--- src/hdl/dnle_pkg.sv ---
package dnle_pkg;

    // Request codes carried in req_type
    localparam logic [1:0] REQ_CHAR = 2'd0;
    localparam logic [1:0] REQ_LAST = 2'd1;
    localparam logic [1:0] REQ_END  = 2'd2;

    localparam logic [7:0] DOT_CHAR = 8'h2E;
    localparam logic [7:0] TERM_BYTE = 8'h00;

    typedef enum logic {
        ST_IDLE,
        ST_FLUSH
    } t_state;

    // Per-cell control: capture the broadcast character, or take the neighbor's byte
    typedef struct packed {
        logic load;
        logic shift;
    } t_cell_ctl;

endpackage

--- src/hdl/dnle_if.sv ---
interface dnle_in_if;
    logic       valid;
    logic       ready;
    logic [1:0] req_type;
    logic [7:0] char_byte;

    modport source (output valid, output req_type, output char_byte, input ready);
    modport sink   (input valid, input req_type, input char_byte, output ready);
endinterface

interface dnle_out_if;
    logic       valid;
    logic       ready;
    logic [7:0] out_byte;
    logic       last_of_run;
    logic       label_too_long;

    modport source (output valid, output out_byte, output last_of_run,
                    output label_too_long, input ready);
    modport sink   (input valid, input out_byte, input last_of_run,
                    input label_too_long, output ready);
endinterface

--- src/hdl/dnle_cell.sv ---
module dnle_cell
    import dnle_pkg::*;
(
    input  logic       i_clk,
    input  t_cell_ctl  i_ctl,
    input  logic [7:0] i_char,
    input  logic [7:0] i_next,
    output logic [7:0] o_data
);

    logic [7:0] r_data;

    // Load wins; a cell is never loaded while the chain drains
    always_ff @(posedge i_clk) begin
        if (i_ctl.load) begin
            r_data <= i_char;
        end else if (i_ctl.shift) begin
            r_data <= i_next;
        end
    end

    assign o_data = r_data;

endmodule

--- src/hdl/dns_name_label_encoder.sv ---
// DNS name label encoder: dotted name in, length-prefixed wire labels out.
// Input channel i_in (valid/ready) carries one transaction per character:
// req_type REQ_CHAR for a character, REQ_LAST for the name's last character,
// REQ_END for the end-of-name marker (char_byte ignored); code 3 is dropped.
// Output channel o_out (valid/ready) carries one byte per transaction with
// last_of_run on the final byte caused by an input transaction and
// label_too_long on the zero terminator when a label was truncated.
// A byte caused by an input is registered and shows on o_out in the cycle after accept.
// A plain character is only stored. A dot or last character sends the
// label's length byte (L for a label of L bytes) on accept, then the cell chain
// shifts one label byte to the head per cycle while o_out is not stalled.
// The label bytes live in a row of MAX_LABEL_LEN cells; a new character is
// written into the cell addressed by the fill count and drained from cell 0.
// Reset (synchronous, active low) clears the fill count, the overflow flag,
// the state and the output valid flag; the output payload and cell contents are not cleared.
// A stalled receiver holds the output register; the block then takes no new
// input until the waiting byte is taken.
module dns_name_label_encoder
    import dnle_pkg::*;
#(
    parameter int MAX_LABEL_LEN = 63
)(
    input  logic       i_clk,
    input  logic       i_rst_n,
    dnle_in_if.sink    i_in,
    dnle_out_if.source o_out
);

    localparam int CNT_W = $clog2(MAX_LABEL_LEN + 1);

    t_state             r_state, n_state;
    logic [CNT_W-1:0]   r_count, n_count;
    logic               r_ovf, n_ovf;
    logic               r_out_valid;
    logic [7:0]         r_out_byte;
    logic               r_out_last;
    logic               r_out_err;

    logic               push;
    logic [7:0]         push_byte;
    logic               push_last;
    logic               push_err;
    logic               can_push;
    logic               accept;
    logic               append;
    logic               shift;

    t_cell_ctl          cell_ctl  [MAX_LABEL_LEN];
    logic [7:0]         cell_data [MAX_LABEL_LEN];

    // Output slot is free when empty or being taken this cycle
    assign can_push   = !r_out_valid || o_out.ready;
    assign i_in.ready = (r_state == ST_IDLE) && can_push;
    assign accept     = i_in.valid && i_in.ready;

    always_comb begin
        n_state   = r_state;
        n_count   = r_count;
        n_ovf     = r_ovf;
        push      = 1'b0;
        push_byte = TERM_BYTE;
        push_last = 1'b0;
        push_err  = 1'b0;
        append    = 1'b0;
        shift     = 1'b0;
        unique case (r_state)
            ST_IDLE: begin
                if (accept) begin
                    unique case (i_in.req_type)
                        REQ_END: begin
                            // Terminator, then start a fresh name
                            push      = 1'b1;
                            push_byte = TERM_BYTE;
                            push_last = 1'b1;
                            push_err  = r_ovf;
                            n_count   = '0;
                            n_ovf     = 1'b0;
                        end
                        REQ_CHAR, REQ_LAST: begin
                            if (i_in.char_byte == DOT_CHAR) begin
                                // Flush current label, possibly empty
                                push      = 1'b1;
                                push_byte = 8'(r_count);
                                push_last = (r_count == '0);
                                if (r_count != '0) begin
                                    n_state = ST_FLUSH;
                                end
                            end else begin
                                if (r_count < CNT_W'(MAX_LABEL_LEN)) begin
                                    append  = 1'b1;
                                    n_count = r_count + 1'b1;
                                end else begin
                                    n_ovf = 1'b1;
                                end
                                if (i_in.req_type == REQ_LAST) begin
                                    // Label is never empty here
                                    push      = 1'b1;
                                    push_byte = 8'(n_count);
                                    n_state   = ST_FLUSH;
                                end
                            end
                        end
                        default: begin
                            // Unused request code: drop
                        end
                    endcase
                end
            end
            ST_FLUSH: begin
                if (can_push) begin
                    push      = 1'b1;
                    push_byte = cell_data[0];
                    push_last = (r_count == CNT_W'(1));
                    shift     = 1'b1;
                    n_count   = r_count - 1'b1;
                    if (r_count == CNT_W'(1)) begin
                        n_state = ST_IDLE;
                    end
                end
            end
            default: n_state = ST_IDLE;
        endcase
    end

    always_ff @(posedge i_clk) begin
        if (!i_rst_n) begin
            r_state     <= ST_IDLE;
            r_count     <= '0;
            r_ovf       <= 1'b0;
            r_out_valid <= 1'b0;
        end else begin
            r_state <= n_state;
            r_count <= n_count;
            r_ovf   <= n_ovf;
            if (push) begin
                r_out_valid <= 1'b1;
            end else if (o_out.ready) begin
                r_out_valid <= 1'b0;
            end
        end
    end

    // Output payload: hold while stalled
    always_ff @(posedge i_clk) begin
        if (push) begin
            r_out_byte <= push_byte;
            r_out_last <= push_last;
            r_out_err  <= push_err;
        end
    end

    assign o_out.valid          = r_out_valid;
    assign o_out.out_byte       = r_out_byte;
    assign o_out.last_of_run    = r_out_last;
    assign o_out.label_too_long = r_out_err;

    // Cell chain: cell i loads when the fill count points at it, all shift toward cell 0
    for (genvar i = 0; i < MAX_LABEL_LEN; i++) begin : g_cell
        logic [7:0] next_data;

        assign cell_ctl[i].load  = append && (r_count == CNT_W'(i));
        assign cell_ctl[i].shift = shift;

        if (i == MAX_LABEL_LEN - 1) begin : g_tail
            assign next_data = 8'h00;
        end else begin : g_body
            assign next_data = cell_data[i + 1];
        end

        dnle_cell u_cell (
            .i_clk  (i_clk),
            .i_ctl  (cell_ctl[i]),
            .i_char (i_in.char_byte),
            .i_next (next_data),
            .o_data (cell_data[i])
        );
    end

    // Draining a label always has at least one byte left
    a_flush_nonempty: assert property (@(posedge i_clk) disable iff (!i_rst_n)
        r_state == ST_FLUSH |-> r_count != '0)
        else $error("flush with empty label");

    // Fill count stays within the cell row
    a_count_range: assert property (@(posedge i_clk) disable iff (!i_rst_n)
        r_count <= CNT_W'(MAX_LABEL_LEN))
        else $error("fill count beyond label limit");

    // Error flag only on a terminator byte
    a_err_on_term: assert property (@(posedge i_clk) disable iff (!i_rst_n)
        o_out.valid && o_out.label_too_long |-> o_out.out_byte == TERM_BYTE
            && o_out.last_of_run)
        else $error("label_too_long off the terminator");

    // No new input while a label drains
    a_no_accept_in_flush: assert property (@(posedge i_clk) disable iff (!i_rst_n)
        r_state == ST_FLUSH |-> !i_in.ready)
        else $error("input ready during flush");

    // Last label byte returns the block to idle with an empty label
    a_flush_end: assert property (@(posedge i_clk) disable iff (!i_rst_n)
        r_state == ST_FLUSH && shift && r_count == CNT_W'(1)
            |=> r_state == ST_IDLE && r_count == '0)
        else $error("flush did not finish cleanly");

endmodule
--- src/flat_wrapper.sv ---
// flat-port wrapper written by rule: the top's interface ports become plain ports
module dns_name_label_encoder_flat import dnle_pkg::*;
#(
    parameter int MAX_LABEL_LEN = 63
)
  (i_clk, i_rst_n, i_in_valid, i_in_req_type, i_in_char_byte, i_in_ready, o_out_valid, o_out_out_byte, o_out_last_of_run, o_out_label_too_long, o_out_ready);
  dnle_in_if i_in_i ();
  dnle_out_if o_out_i ();
  input  logic i_clk;
  input  logic i_rst_n;
  input wire logic [$bits(i_in_i.valid)-1:0] i_in_valid;
  input wire logic [$bits(i_in_i.req_type)-1:0] i_in_req_type;
  input wire logic [$bits(i_in_i.char_byte)-1:0] i_in_char_byte;
  output wire logic [$bits(i_in_i.ready)-1:0] i_in_ready;
  output wire logic [$bits(o_out_i.valid)-1:0] o_out_valid;
  output wire logic [$bits(o_out_i.out_byte)-1:0] o_out_out_byte;
  output wire logic [$bits(o_out_i.last_of_run)-1:0] o_out_last_of_run;
  output wire logic [$bits(o_out_i.label_too_long)-1:0] o_out_label_too_long;
  input wire logic [$bits(o_out_i.ready)-1:0] o_out_ready;
  assign i_in_i.valid = i_in_valid;
  assign i_in_i.req_type = i_in_req_type;
  assign i_in_i.char_byte = i_in_char_byte;
  assign i_in_ready = i_in_i.ready;
  assign o_out_valid = o_out_i.valid;
  assign o_out_out_byte = o_out_i.out_byte;
  assign o_out_last_of_run = o_out_i.last_of_run;
  assign o_out_label_too_long = o_out_i.label_too_long;
  assign o_out_i.ready = o_out_ready;
  dns_name_label_encoder #(.MAX_LABEL_LEN(MAX_LABEL_LEN)) u_core (.i_clk(i_clk), .i_rst_n(i_rst_n), .i_in(i_in_i), .o_out(o_out_i));
endmodule
--- config.mk ---
export PLATFORM = sky130hd
export DESIGN_NAME = dns_name_label_encoder_flat
export DESIGN_NICKNAME = d
export VERILOG_FILES = /design/src/hdl/dnle_pkg.sv /design/src/hdl/dnle_if.sv /design/src/hdl/dnle_cell.sv /design/src/hdl/dns_name_label_encoder.sv /design/src/flat_wrapper.sv
export SDC_FILE = /design/constraint.sdc
export NUM_CORES = 1
export LEC_CHECK = 0
export ABC_AREA = 1
export ABC_CLOCK_PERIOD_IN_PS = 2700
export BUFFER_PORTS_ARGS = -buffer_cell sky130_fd_sc_hd__buf_2
export CAP_MARGIN = 20
export CORE_MARGIN = 2
export CORE_UTILIZATION = 30
export CTS_CLUSTER_SIZE = 8
export DETAILED_ROUTE_END_ITERATION = 7
export SETUP_SLACK_MARGIN = 0.4
export SYNTH_ARGS = -nofsm -noshare
export SYNTH_HDL_FRONTEND = slang
export SYNTH_HIERARCHICAL = 1
export SYNTH_SLANG_ARGS = --single-unit
--- constraint.sdc ---
create_clock -name i_clk -period 2.7 [get_ports i_clk]
set_clock_uncertainty 0.2 [all_clocks]
set_input_delay 0.54 -clock i_clk [delete_from_list [all_inputs] [get_ports i_clk]]
set_output_delay 0.54 -clock i_clk [all_outputs]
set_load 0.1 [all_outputs]
==> reports/qor.csv, run 1 <==
stage;metric;value;unit
run;Max-Cap Viols;0;
setup_path;Crit Path Max Fanout;8;
place;Port Buffers;25;
global_routing;largest net degree at the start of global routing;65;
setup_path;RR Startpoint;u_core/r_count[0];
timing;fin crit share;86.2;%
clock_network;# clock sinks;523;
place;placed cell count;3649;
global_routing;first-pass GRT wire length;88300;µm
timing;Max Freq;430;MHz
drt;DR WL/cell;15.0;µm
timing;worst slew pin tran;1.00;ns
floorplanning;chip height;287;µm
drt;vias per cell;4.42;
logic_synthesis;Yosys warnings;6;
setup_path;R2R Setup Slk;0.38;ns
pwr;Lkg Pwr;12.0;nW
setup_path;CP max-delay cell;dfxtp_1;
floorplanning;Die ar.;82500;µm²
clock_network;CTS tree;built;
clock_network;Root Driver;clkbuf_16;
logic_synthesis;top_reg_cell synth;edfxtp_1;
logic_synthesis;Synth cell types;28;
worst_hold_path;Hold Crit Start;i_rst_n;
clock_network;clk buf depth;3;
global_routing;total track usage;13.8;%
setup_path;WP buf/inv;2;
setup_path;critical path type;reg2out;
outcome;status;complete, no violations;
setup_path;Arr. time, crit path;1.59;ns
setup_path;Worst R2R End;u_core/g_cell[44].u_cell/o_data[5];
clock_network;CTS H-tree depth;3;
clock_network;Worst-path clk slew;0.05;ns
setup_path;critical path's top delay family;buffers and inverters;
logic_synthesis;Netlist Area Pre-Place;24100;µm²
logic_synthesis;Post-Syn Instances;2513;
logic_synthesis;mean post-synth cell area;9.58;µm²
floorplanning;die span in x;287;µm
drt;Routed Antenna Nets;0;
logic_synthesis;Async S/R FF share, synth;0;%
logic_synthesis;Area contributors post-synth;edfxtp_1, nand2_1, buf_6;
pwr;Worst IR Drop VDD;0.369;mV
layout;nets;2728;
timing;final count of hold timing violations;0;
setup_path;required time of the worst setup path;1.96;ns
logic_synthesis;share of the synthesized area in the top cell type;64.1;%
floorplanning;io pins;26;
timing;Max-slew headroom;33.1;%
floorplanning;Initial Util;30.4;%
drt;DR vias;16700;
global_routing;total global routing overflow;0;
worst_hold_path;HP Class;in2reg;
floorplanning;core area;79300;µm²
timing;final setup margin;0.373;ns
layout;FILL cells;7733;
pwr;PD cells;648;nW/µm²
clock_network;cts bufs inserted;76;
place;pre-CTS setup slack;-0.0949;ns
setup_path;R2R cell count;8;
global_routing;number of global-route vias before repair;15700;
timing;Slew Viols, Final;0;
logic_synthesis;post-synth top area cell;edfxtp_1;
clock_network;Worst-Skew Late Latency;0.60;ns
logic_synthesis;Post-synth EDFFs;514;
layout;Layout Cells excl Fill;3782;
worst_hold_path;worst hold endpoint;u_core/r_count[4];
logic_synthesis;Seq/Total Area, Yosys;64.9;%
layout;multi-input combinational cell area;7830;µm²
drt;first-pass iteration count of the detailed router;8;
layout;share of cells above drive strength 1;17.2;%
logic_synthesis;Commonest cells post-synth;nand2_1, edfxtp_1, nor2_1;
timing;setup violators final;0;
setup_path;Worst path max stage delay;0.34;ns
setup_path;startpoint types;flop;
place;DP Wirelength;35400;µm
drt;Iter 0 DRT Violations;1444;
layout;Synth-to-Final Area Change;19.5;%
place;RD Place Congestion;0.889;
worst_hold_path;hold depth;3;
timing;RSZ-0062 raised after global routing;true;
floorplanning;Placement Rows;103;
timing;Final Critical Period;2.33;ns
setup_path;CP Cell Sequence;buf_4 -> nor2_4 -> buf_6;
logic_synthesis;Seq cells post-synth;523;
drt;DRC;0;
setup_path;CP Capture Type;output port;
global_routing;initial antenna violation count;3;
logic_synthesis;count leader, synth;nand2_1;
layout;sequential cell area;15600;µm²
layout;# diodes;0;
drt;total wire length;56900;µm
==> placed cells by master, fill, tap and decap left out, types with 8 or more instances in the layout <==
cell,Yosys,routed
buf_12,1,10
buf_2,0,18
buf_4,0,116
buf_6,69,28
clkbuf_1,0,16
clkbuf_16,0,77
conb_1,1,8
edfxtp_1,514,514
inv_1,26,26
inv_2,65,64
nand2_1,1602,1594
nand3_1,25,25
nor2_1,83,35
nor2_2,9,23
nor2_4,4,38
or2_1,63,11
or2_4,0,52
==> cells by family (layout without fill, tap and decap cells) <==
kind of cell,count (synthesis),count (layout),share of synthesized area [%]
AOI/OAI and AO/OA,17,17,0.385
xor gates and xnor gates,1,1,0.0364
adders and majority gates,5,5,0.260
buffers and inverters,164,375,4.82
DFF,523,523,64.9
other,1,8,0.0156
and+or+nand+nor,1802,1803,29.6
==> metal layers <==
| layer | vias to the layer above | global-route usage (%) | routed length (µm) |
|---|---|---|---|
| met5 | - | 0 | 25 |
| met4 | 4 | 4.53 | 1640 |
| met3 | 112 | 2.83 | 4090 |
| met2 | 517 | 20.7 | 24700 |
| met1 | 7656 | 19.8 | 26400 |
| li1 | 8415 | - | - |
==> metrics by stage <==
stage                     hold slack [ns]  TNS [ns]  power, mW  utilization (%)  instance area (µm²)
after floorplan                     0.238         0       9.85                -                24200
after global placement              0.261    -10.88       10.3             32.6                25900
after detailed placement            0.264    -11.09       10.3             32.6                25900
after CTS                          0.0287         0       18.8             35.6                28200
after global routing               0.0510         0       19.2             36.3                28800
final                              0.0633         0       18.6             36.3                28800
==> flip-flops by register name, indices dropped and copies added, names as in the netlist <==
name	flops
u_core/o_out.out_byte	8
u_core/o_out.last_of_run	1
u_core/r_state	1
u_core/g_cell.u_cell/o_data	504
u_core/r_count	6
u_core/o_out.label_too_long	1
u_core/o_out.valid	1
u_core/r_ovf	1
==> timing repair <==
item                       4_1_cts  5_1_grt
hold buffers                     0        0
setup endpoints to repair      776      664
cloned                           1       10
pin swaps                        6        8
gates resized for setup         76       95
setup buffers                    4       17
==> report_power, final <==
part           switching (mW)  internal, mW
registers              0.0697          9.12
clock network            3.27          5.10
logic                   0.792         0.280
==> worst max-delay path by stage <==
stage	end	slack, ns	from	cells after the start
2_1_floorplan	u_core/g_cell[8].u_cell/o_data[0]	0.35	i_in_char_byte[0]	11
3_3_place_gp	u_core/g_cell[3].u_cell/o_data[0]	-0.09	i_in_char_byte[0]	11
3_5_place_dp	u_core/g_cell[2].u_cell/o_data[6]	-0.09	i_in_char_byte[0]	11
4_1_cts	i_in_ready	0.27	u_core/o_out.valid	4
5_1_grt	u_core/g_cell[60].u_cell/o_data[7]	0.31	u_core/r_count[2]	9
6_report	i_in_ready	0.37	u_core/r_state	3
==> worst register-to-register path: stages, from the launching register on <==
cell and delay (ns):
dfxtp_4 0.36, buf_4 0.16, clkinv_1 0.11, ha_1 0.27
nand2_1 0.33, nor2_1 0.10, buf_4 0.17, or2_4 0.26
buf_12 0.13
==> area by class of cell <==
cell class                 count  area share, %
clock buffer                  93           6.90
timing repair buffer         180           5.52
clock inverter                 8          0.248
sequential                   523           54.3
multi-input combinational   1834           27.2
tap                         1050           4.57
inverter                      94           1.27
Note: power is estimated with default switching activity, not from simulation.
==> run 2: changes to the inputs <==
--- a/config.mk
+++ b/config.mk
@@ -7,5 +7,5 @@
 export LEC_CHECK = 0
 export ABC_AREA = 1
-export ABC_CLOCK_PERIOD_IN_PS = 2700
+export ABC_CLOCK_PERIOD_IN_PS = 2600
 export BUFFER_PORTS_ARGS = -buffer_cell sky130_fd_sc_hd__buf_2
 export CAP_MARGIN = 20
==> constraint.sdc (replaced) <==
create_clock -name i_clk -period 2.6 [get_ports i_clk]
set_clock_uncertainty 0.2 [all_clocks]
set_input_delay 0.13 -clock i_clk [delete_from_list [all_inputs] [get_ports i_clk]]
set_output_delay 0.13 -clock i_clk [all_outputs]
set_load 0.1 [all_outputs]
==> run 2 against run 1 <==
  * Wire length is 2.3% higher
  * Cell count is 0.66% higher
  * Critical path type is now reg2reg
  * Combinational power is 7% higher
  * Global-route usage hardly changed
  * Register-to-register slack worse by 0.07 ns
  * Via count is 2.5% higher
  * Worst setup slack worse by 0.059 ns
  * Sequential share of layout area is 1.5 points lower
  * Largest cell class unchanged
  * First-iteration DRC count is 3.7% lower
  * Cell area is 2.8% higher
  * Sequential power is 3.9% higher
  * Largest power group unchanged
  * Highest routed layer unchanged
==> reports/qor.csv, run 2 (synthesis gave the netlist of run 1 again) <==
stage;metric;value;unit
pwr;PD cells;661;nW/µm²
setup_path;required time of the worst setup path;2.70;ns
global_routing;largest net degree at the start of global routing;71;
place;Port Buffers;25;
clock_network;# clock sinks;523;
layout;final instance area;29600;µm²
clock_network;Root Driver;clkbuf_16;
clock_network;clk buf depth;3;
layout;Synth-to-Final Area Change;22.9;%
floorplanning;chip height;287;µm
place;DP Area;25600;µm²
floorplanning;Initial Util;30.4;%
clock_network;CTS tree;built;
layout;FILL cells;7753;
run;Max-Cap Viols;0;
global_routing;initial antenna violation count;1;
global_routing;total global routing overflow;0;
setup_path;critical path type;reg2reg;
drt;total wire length;58200;µm
timing;final count of hold timing violations;0;
layout;most common cell after layout, fill and taps aside;nand2_1;
clock_network;CTS H-tree depth;3;
timing;Worst Hold Slack;0.0432;ns
layout;commonest cells after routing, fill and taps aside;nand2_1, edfxtp_1, buf_4, nand2_2, clkbuf_16;
drt;first-pass iteration count of the detailed router;5;
worst_hold_path;HP Class;in2reg;
drt;vias per cell;4.50;
drt;DRC;0;
timing;worst slew pin tran;1.02;ns
clock_network;cts bufs inserted;75;
layout;# diodes;0;
global_routing;number of global-route vias before repair;16100;
drt;Iter 0 DRT Violations;1390;
pwr;Worst IR Drop VDD;0.401;mV
global_routing;total track usage;13.8;%
floorplanning;io pins;26;
timing;RSZ-0062 raised after global routing;true;
drt;DR vias;17100;
timing;setup violators final;0;
clock_network;Worst-path clk slew;0.05;ns
clock_network;Worst-Skew Late Latency;0.61;ns
setup_path;startpoint types;flop;
place;DP Wirelength;35500;µm
drt;Routed Antenna Nets;0;
floorplanning;die span in x;287;µm
layout;share of cells above drive strength 1;22.9;%
pwr;Lkg Pwr;12.2;nW
timing;Max Freq;437;MHz
timing;final setup margin;0.314;ns
setup_path;CP Capture Type;flop;
setup_path;Crit Path Max Fanout;8;
place;RD Place Congestion;0.845;
timing;Slew Viols, Final;0;
place;pre-CTS setup slack;0.122;ns
timing;fin crit share;87.9;%
outcome;status;complete, no violations;
layout;flip-flop count of the largest register after layout;504;
global_routing;first-pass GRT wire length;89000;µm
floorplanning;Placement Rows;103;
floorplanning;core area;79300;µm²
floorplanning;Die ar.;82500;µm²
timing;Final Critical Period;2.29;ns
drt;DR WL/cell;15.3;µm
layout;nets;2748;
setup_path;Arr. time, crit path;2.39;ns
timing;Max-slew headroom;32.1;%
timing;setup_tns;0;ns
run 2: cell types whose count changed in the layout (fill, tap and decap cells not counted), sizes merged:
cell and delta:
bufbuf -1, dlygate4sd3 +6, buf +23, clkbuf +7, inv -2, clkdlybuf4s15 -7
clkinv -1
run 2: final timing paths:
check                                       start                                  to  slack [ns]  depth (start not counted)
worst min register to register       u_core/r_ovf                        u_core/r_ovf        0.28                          2
worst max register to register  u_core/r_count[0]  u_core/g_cell[23].u_cell/o_data[5]        0.31                         11
worst max-delay path            u_core/r_count[0]  u_core/g_cell[23].u_cell/o_data[5]        0.31                         11
worst min-delay path            i_in_char_byte[0]  u_core/g_cell[18].u_cell/o_data[0]        0.04                          4
run 2: routing by layer:
layer,up-vias,part of all wire (%),global-route usage (%)
met3,114,6.2,2.79
met5,-,0.022,0
met1,8060,45,19.0
met4,2,2.6,4.32
met2,461,46,21.8
li1,8478,-,-
run 2: repair_timing:
| action | 4_1_cts | 5_1_grt |
|---|---|---|
| endpoints found under the setup margin | 898 | 927 |
| pin swaps | 13 | 76 |
| gates resized for setup | 99 | 314 |
| buffers inserted | 29 | 34 |
| hold buffers | 6 | 0 |
| gates cloned | 1 | 0 |
| endpoints found under the hold margin | 17 | 0 |
run 2: area by class of cell:
cell class                 count  area [µm²]  area share (%)
timing repair buffer         201        1710            5.79
sequential                   523       15600            52.8
inverter                      94         488            1.65
clock inverter                 5        57.6           0.195
tap                         1050        1310            4.44
multi-input combinational   1834        8350            28.2
clock buffer                 100        2040            6.91
run 2: where the power goes:
group	leakage, nW	internal, mW	switching [mW]
clock	1.02	5.42	3.45
combinational	6.42	0.312	0.840
sequential	4.74	9.47	0.0767
total	12.2	15.2	4.37
run 2: worst max-delay path, cell delays in order, from the launching register on:
cell and delay, ns:
dfxtp_4 0.35, ha_4 0.16, nand3_4 0.09, nor2_4 0.05
clkinv_4 0.06, nand2_8 0.06, nor2_8 0.22, buf_12 0.18
nand2_8 0.13, nor2_4 0.20, buf_6 0.12, or2_4 0.16
run 2: stage by stage:
stage          power (mW)  util [%]  std cells
3_3_place_gp         10.7      32.3       3632
2_1_floorplan        10.2         -       2520
5_1_grt              20.2      37.3       3807
3_5_place_dp         10.7      32.3       3632
4_1_cts              19.7      35.8       3773
6_report             19.6      37.3       3807
